### src/assert_macros.svh
// Assertion macros used by the presence table top level.
// Depends on nothing; included by files that check their own logic.
`ifndef ASSERT_MACROS_SVH
`define ASSERT_MACROS_SVH

// Property must hold at every clock edge outside reset.
`define CHECK_ALWAYS(label, clk, rst, prop, msg) \
   label: assert property (@(posedge clk) disable iff (rst) (prop)) else $error(msg);

// Implication checked on the next clock edge.
`define CHECK_NEXT(label, clk, rst, cond, prop, msg) \
   label: assert property (@(posedge clk) disable iff (rst) (cond) |=> (prop)) else $error(msg);

`endif

### src/bpt_pkg.sv
// Package of the beacon presence table: widths, event codes and shared types.
// Depends on nothing.
package bpt_pkg;

   localparam int TableDepth = 32;
   localparam int SlotW = 5;
   localparam int TimeW = 48;
   localparam int AgeW = 40;
   localparam int CsrDataW = 40;
   localparam int CsrIdxW = 1;

   // Channel payload widths: request is type, major, minor, rssi, ref power,
   // time; result is event, slot, major, minor, rssi, ref power, removed, last.
   localparam int ReqW = 1 + 16 + 16 + 8 + 8 + TimeW;
   localparam int RspW = 3 + SlotW + 16 + 16 + 8 + 8 + 1 + 1;

   localparam logic [7:0] RssiThrReset = 8'h9C;
   localparam logic [AgeW-1:0] AgeLimitReset = 40'd10000000;

   localparam logic CsrRssiThr = 1'b0;
   localparam logic CsrAgeLimit = 1'b1;

   localparam logic ReqSight = 1'b0;
   localparam logic ReqSweep = 1'b1;

   localparam logic [2:0] EvRefresh = 3'd0;
   localparam logic [2:0] EvAdded = 3'd1;
   localparam logic [2:0] EvInserted = 3'd2;
   localparam logic [2:0] EvWeak = 3'd3;
   localparam logic [2:0] EvFull = 3'd4;
   localparam logic [2:0] EvRemoved = 3'd5;

   // One stored tag.
   typedef struct packed {
      logic [15:0] major;
      logic [15:0] minor;
      logic [7:0] rssi;
      logic [7:0] ref_power;
      logic standing;
      logic [TimeW-1:0] seen;
   } entry_type;

   // Command broadcast from the controller to every cell.
   typedef struct packed {
      logic shift;      // every cell not being written takes its right neighbor
      logic write;      // write the addressed cell
      logic [8:0] widx; // addressed cell (wide enough for depths up to 512)
      logic refresh;    // refresh only: set standing and time
   } cell_cmd_type;

   typedef enum logic [2:0] {
      ST_IDLE, ST_SCAN, ST_SWEEP, ST_EMIT, ST_DONE
   } state_type;

endpackage

### src/bpt_cell.sv
// One table cell: holds an entry and can take its right neighbor's entry.
// Depends on bpt_pkg.
module bpt_cell (
   input  logic clock,
   input  logic shift,
   input  logic write_en,
   input  logic refresh,
   input  logic [bpt_pkg::TimeW-1:0] now,
   input  bpt_pkg::entry_type wdata,
   input  bpt_pkg::entry_type right,
   output bpt_pkg::entry_type q
);
   bpt_pkg::entry_type entry_ff, entry_in;

   // Next entry: refresh or write the addressed cell, else shift in neighbor.
   always_comb begin
      entry_in = entry_ff;
      if (write_en && refresh) begin
         entry_in.standing = 1'b1;
         entry_in.seen = now;
      end else if (write_en) begin
         entry_in = wdata;
      end else if (shift) begin
         entry_in = right;
      end
   end

   always_ff @(posedge clock) begin
      entry_ff <= entry_in;
   end

   assign q = entry_ff;
endmodule

### src/bpt_chain.sv
// Row of table cells; the head cell is examined and the row rotates left.
// Depends on bpt_pkg and bpt_cell.
module bpt_chain #(parameter int DEPTH = bpt_pkg::TableDepth) (
   input  logic clock,
   input  bpt_pkg::cell_cmd_type cmd,
   input  logic [bpt_pkg::TimeW-1:0] now,
   input  bpt_pkg::entry_type wdata,
   output bpt_pkg::entry_type head
);
   bpt_pkg::entry_type q [DEPTH];

   // Rotation: the last cell takes the head so a full turn restores order.
   for (genvar g = 0; g < DEPTH; g++) begin : g_cell
      bpt_cell u_cell (
         .clock(clock),
         .shift(cmd.shift),
         .write_en(cmd.write && (cmd.widx == 9'(g))),
         .refresh(cmd.refresh),
         .now(now),
         .wdata(wdata),
         .right(q[(g + 1) % DEPTH]),
         .q(q[g])
      );
   end

   assign head = q[0];
endmodule

### config.mk
export PLATFORM = sky130hd
export DESIGN_NAME = bpt_chain
export DESIGN_NICKNAME = d
export VERILOG_FILES = /design/src/assert_macros.svh /design/src/bpt_pkg.sv /design/src/bpt_cell.sv /design/src/bpt_chain.sv
export SDC_FILE = /design/constraint.sdc
export NUM_CORES = 2
export LEC_CHECK = 0
export BUFFER_PORTS_ARGS = -buffer_cell sky130_fd_sc_hd__buf_4
export CORE_ASPECT_RATIO = 2
export CORE_MARGIN = 1
export CORE_UTILIZATION = 63
export CTS_CLUSTER_SIZE = 8
export DETAILED_ROUTE_END_ITERATION = 6
export PLACE_DENSITY = 0.8
export SLEW_MARGIN = 20
export SYNTH_ARGS = -nofsm -noshare
export SYNTH_HDL_FRONTEND = slang
export SYNTH_HIERARCHICAL = 1
export SYNTH_SLANG_ARGS = --single-unit
### constraint.sdc
create_clock -name clock -period 11.3 [get_ports clock]
set_clock_uncertainty 0.15 [all_clocks]
set_input_delay 2.26 -clock clock [delete_from_list [all_inputs] [get_ports clock]]
set_output_delay 2.26 -clock clock [all_outputs]
set_load 0.05 [all_outputs]
# Word level (Yosys, flattened, before mapping)
# Index checks and enable logic that the tools add are counted.
[op_classes]
n_eq_ne = 31
muxes = 96
bitwise = 32
n_reduce_logical = 161
[op_table]
columns = ["operator", "n"]
rows = [
  ["$mux W97", 64],
  ["$mux W48", 32],
  ["$eq A9 B5 Y1 const B", 16],
  ["$reduce_bool A3 Y1", 32],
  ["$eq A9 B4 Y1 const B", 8],
  ["$logic_and A1 B1 Y1", 64],
  ["$reduce_and A2 Y1", 32],
  ["$reduce_bool A2 Y1", 32],
  ["$eq A9 B3 Y1 const B", 4],
  ["$not A1 Y1", 32],
  ["$eq A9 B2 Y1 const B", 2],
  ["$eq A9 B1 Y1 const B", 1],
  ["$logic_not A9 Y1", 1],
]
[word_totals]
word_cells = 512
output_inout_bits = 97
inputBits = 158
ff_bits = 3104

# Depth between registers and ports, before layout
[depth]
depth_word = 5
ltp_mapped = 8
mapped_depth_nobuf = 4

# Modules after synthesis
# The synthesis kept the hierarchy.
[modules_own_cells]
columns = ["mod", "area_each_um2", "seq_area_each_um2", "cells_each", "instances"]
rows = [
  ["bpt_cell", 4670.7, 2902.8, 316, 32],
  ["bpt_chain", 372.9, 0.0, 53, 1],
]

# Worst setup path before layout
# OpenSTA, ideal clock, no wires.
[synth_timing]
kind = "in2reg"
startpoint = "input port cmd[8] in the netlist's numbering"
endpoint = "register g_cell[19].u_cell.entry_ff, in the netlist g_cell[19].u_cell/q[49], enable pin"
n_path_buf = 3
path_slack_ns = 2.242
required_time_ns = 10.623
setup_time_ns = 0.527
t_arrival_ns = 8.381
cell_stages = 7
cell_sequence = "or4b_1 buf_2 buf_6 nor4_1 buf_4 or2_1 a21boi_0"
[synth_via]
elab_chain_cells = 5
elab_cells_between_ends = 6
cone_classes = "eq/ne: 1; bitwise: 1; reduce/logical: 4"
[synth_rtl]
columns = ["element", "line_no", "text"]
rows = [
  ["start, declared", "bpt_chain.sv:5", "input bpt_pkg::cell_cmd_type cmd,"],
  ["$eq A9 B5 Y1 *", "bpt_chain.sv:17", ".write_en(cmd.write && (cmd.widx == 9'(g))),"],
  ["$logic_and A1 B1 Y1 *", "bpt_chain.sv:17", ""],
  ["$logic_and A1 B1 Y1", "bpt_cell.sv:18", "if (write_en && refresh) begin"],
  ["$not A1 Y1 (no line)", "n/a", ""],
  ["$reduce_and A2 Y1 (no line) *", "n/a", ""],
  ["end signal, assigned", "bpt_cell.sv:29", "entry_ff <= entry_in;"],
  ["end, declared", "bpt_cell.sv:13", "bpt_pkg::entry_type entry_ff, entry_in;"],
]
# Mark *: on every way between the ends. The rest lies on a longest branch, timed or not.
# A chain may end at the register's enable or synchronous reset.

# Final worst setup path
[layout_timing]
startpoint = "input port cmd[8] in the netlist's numbering"
endpoint = "register g_cell[24].u_cell.entry_ff, in the netlist g_cell[24].u_cell/q[63], enable pin"
[layout_via]
elab_chain_cells = 5
elab_cells_between_ends = 6
cone_classes = "eq/ne: 1; bitwise: 1; reduce/logical: 4"
[layout_rtl]
columns = ["element", "line_no"]
rows = [
  ["$eq A9 B5 Y1 *", "bpt_chain.sv:17"],
  ["$logic_and A1 B1 Y1 *", "bpt_chain.sv:17"],
  ["$logic_and A1 B1 Y1", "bpt_cell.sv:18"],
  ["$not A1 Y1 (no line)", "n/a"],
  ["$reduce_and A2 Y1 (no line) *", "n/a"],
  ["end signal, assigned", "bpt_cell.sv:29"],
  ["end, declared", "bpt_cell.sv:13"],
]
# Marked as above.

==> key figures <==
Placed design
  • Port bufs: 254
  • Place WS: 3860 ps
  • HPWL after DPL: 229000 um
  • Placer Congestion: 0.871
  • Area post-placement: ~150000 sq um

STA
  • Tmin final: between 6000 and 7000 ps
  • # setup viols final: 0
  • Fmax: 0.157 GHz
  • Max-slew headroom: approximately 17%
  • RSZ-0062 raised after global routing: no
  • Ratio of final minimum period to clock period: 56.3%
  • Slew @ Worst Pin: 1250 ps
  • Setup TNS: 0 ps
  • Final Hold Fails: 0
  • Count of pins over their slew limit: 0
  • Post-route setup slack: 4940 ps

Power and ir drop
  • Sw frac: 23.1%
  • Clock Power Share: a little over two fifths
  • Seq pwr share: 50.0%
  • VDD IR max: approximately 0.00014 V
  • Int Power: ~21 mW
  • Combinational share of power: 7.7%
  • Final Power: 27.4 mW
  • Static leakage power: between 60 and 70 nW
  • PwrDens: 168 nW/um^2
  • Switch Pwr: approximately 6.3 mW

Setup path
  • Reg2reg setup slack: 9850 ps
  • Worst Path Arrival: 6750 ps
  • Worst setup path startpoint: cmd[8]
  • Critical path class: in2reg
  • Crit start category: primary input
  • Max FO, Critical Path: 147
  • Worst endpoint required time: between 10000 and 15000 ps
  • Worst reg2reg path endpoint: g_cell[31].u_cell/q[16]
  • CP Capture Point: g_cell[24].u_cell/q[63]
  • R2R depth: 2
  • Worst reg2reg startpoint: g_cell[0].u_cell/q[16]
  • CP Capture Type: register

Yosys
  • Post-synth cell types: 27
  • Sequential area share after synthesis: 62.0%
  • Yosys warnings: 6
  • Cell taking the most area after synthesis: edfxtp_1
  • Register bit total from synthesis: 3104
  • Synth top area share: about 62%
  • Synth area leaders: edfxtp_1, mux2i_1, mux2_4
  • Synthesized instance count: roughly 10000
  • Avg Cell Area, Syn: 14.7 sq um
  • Mapped cell area: approximately 150000 sq um
  • Syn Nets: approximately 10000

Global routing
  • Vias in the first global route: between 90000 and 100k
  • All-Layer GR Usage: 33.6%
  • First-pass GRT wire length: 605000 um
  • Initial antenna violation count: 14
  • Largest net degree at the start of global routing: 148
  • Grt ovf: 0

Detailed routing
  • WL final: ~410000 um
  • Via/cell ratio: roughly 6.7
  • Drt wl/cell: 30.5 um
  • DRT iter0 DRCs: between 9000 and 10000
  • DR pass1 iterations: 7
  • DRC violations left: 1
  • Antenna Nets Post-Route: 0
  • Routed via count: ~90000

Final layout
  • Largest register FFs: 3104
  • Design Area, Final: 163000 sq um
  • Fillers: ~15000
  • Layout cell share with drive strength beyond 1: 24.1%
  • Most frequent cells in the layout: edfxtp_1, mux2i_1, nor2_1
  • Commonest non-fill, non-tap cell in the layout: edfxtp_1
  • Nets: around 10000
  • Synth-to-layout area growth: 9.08%

Clocking
  • Clk sinks: about 3100
  • Root Buffer: clkbuf_16
  • Number of gates resized after CTS: 0
  • CTS tree: yes
  • CTS HTree Levels: 5
  • CTS clk-pin slew, worst paths: 50 ps
  • Total CTS buffers: 430
  • Hold_buf cts: 0
  • Clock latency on the worst-skew pair: 930 ps
  • Clock Tree Buf Depth: 4
  • # Post-CTS Setup Buffers: 0

Floorplan
  • Starting Density: 63.5%
  • Core area: 236000 sq um
  • Row cnt: 252
  • Chip Width: approximately 350 um
  • Ports: 255
  • Die area: 240000 sq um
  • Die Height: ~690 um

Flow run
  • Max-Cap Viols: 0

Min path
  • Min-Delay Path Class: reg2reg

Run status
  • Failing checks: design-rule violations
  • Status: finished, violations left
logic make-up after synthesis:
logic type / after synthesis / synth area share, %
muxes: 3136 / 24.6
DFF: 3104 / 62.0
and+or+nand+nor: 1644 / 4.28
buffers and inverters: 713 / 3.80
AOI/OAI and AO/OA: 1568 / 5.29
final cells by class:
class	count	area, sq um	share of cell area [%]
inverter	1	3.75	0.00230
tap	3048	3810	2.33
sequential	3104	92900	56.8
multi-input combinational	6348	51900	31.8
clock buffer	487	11200	6.83
clock inverter	16	238	0.145
antenna	12	30.0	0.0184
timing repair buffer	410	3390	2.08
routing by layer:
metal | global-route usage (%) | vias up | part of all wire, % | wire length, um
li1 | - | 38300 | - | -
met1 | 38.8 | 46000 | 35 | 143000
met2 | 59.1 | 4872 | 52 | 213000
met3 | 5.03 | 1216 | 6.9 | 28100
met4 | 19.4 | 2 | 6.2 | 25400
met5 | 0 | - | 0.0020 | 8
cell usage after synthesis:
| cell type | n |
|---|---|
| or3_1 | 2 |
| dfxtp_1 | 32 |
| or4bb_1 | 1 |
| nand2b_1 | 2 |
| or4b_2 | 1 |
| buf_1 | 1 |
| a21boi_0 | 32 |
| inv_1 | 1 |
| mux2i_1 | 1600 |
| clkbuf_1 | 2 |
| nor4_2 | 7 |
| edfxtp_1 | 3072 |
| nand2_1 | 1 |
| nor3_1 | 12 |
| or3b_2 | 2 |
| or2_1 | 32 |
| mux2_2 | 576 |
| buf_2 | 291 |
| nor4_1 | 13 |
| or4b_1 | 1 |
| or2_2 | 1 |
| nand3b_1 | 1 |
| a21oi_1 | 1536 |
| buf_4 | 128 |
| mux2_4 | 960 |
| nor2_1 | 1568 |
| buf_6 | 290 |
per-stage QoR:
| stage | cells | hold slack, ps | util, % |
|---|---|---|---|
| after detailed placement | 12900 | 380 | 64.4 |
| after global placement | 12900 | 363 | 64.4 |
| after floorplan | 10200 | 350 | - |
| final | 13400 | 380 | 69.3 |
| after global routing | 13400 | 387 | 69.3 |
| after CTS | 13400 | 379 | 69.2 |
critical path, cell delays in order:
cell and delay (ps):
buf_4 110, or4b_2 800, buf_4 370, nor4_2 440, buf_12 650, or2_4 970
a21boi_4 310, buf_4 670
worst min path at each step:
| stage | depth (start not counted) | to | startpoint |
|---|---|---|---|
| 2_1_floorplan | 2 | g_cell[10].u_cell/q[48] | g_cell[10].u_cell/q[48] |
| 3_3_place_gp | 2 | g_cell[31].u_cell/q[48] | g_cell[31].u_cell/q[48] |
| 3_5_place_dp | 2 | g_cell[20].u_cell/q[48] | g_cell[20].u_cell/q[48] |
| 4_1_cts | 1 | g_cell[22].u_cell/q[80] | g_cell[23].u_cell/q[80] |
| 5_1_grt | 1 | g_cell[22].u_cell/q[80] | g_cell[23].u_cell/q[80] |
| 6_report | 1 | g_cell[28].u_cell/q[88] | g_cell[29].u_cell/q[88] |
power by group through the flow:
stage / clock network, mW / registers [mW] / logic (mW)
2_1_floorplan: 0 / 13.9 / 1.27
3_3_place_gp: 0 / 13.9 / 1.96
3_5_place_dp: 0 / 13.9 / 2.05
4_1_cts: 11.7 / 13.7 / 2.09
5_1_grt: 12.1 / 13.7 / 2.23
6_report: 11.6 / 13.7 / 2.12
No activity file was read; power rests on OpenSTA's default activity.
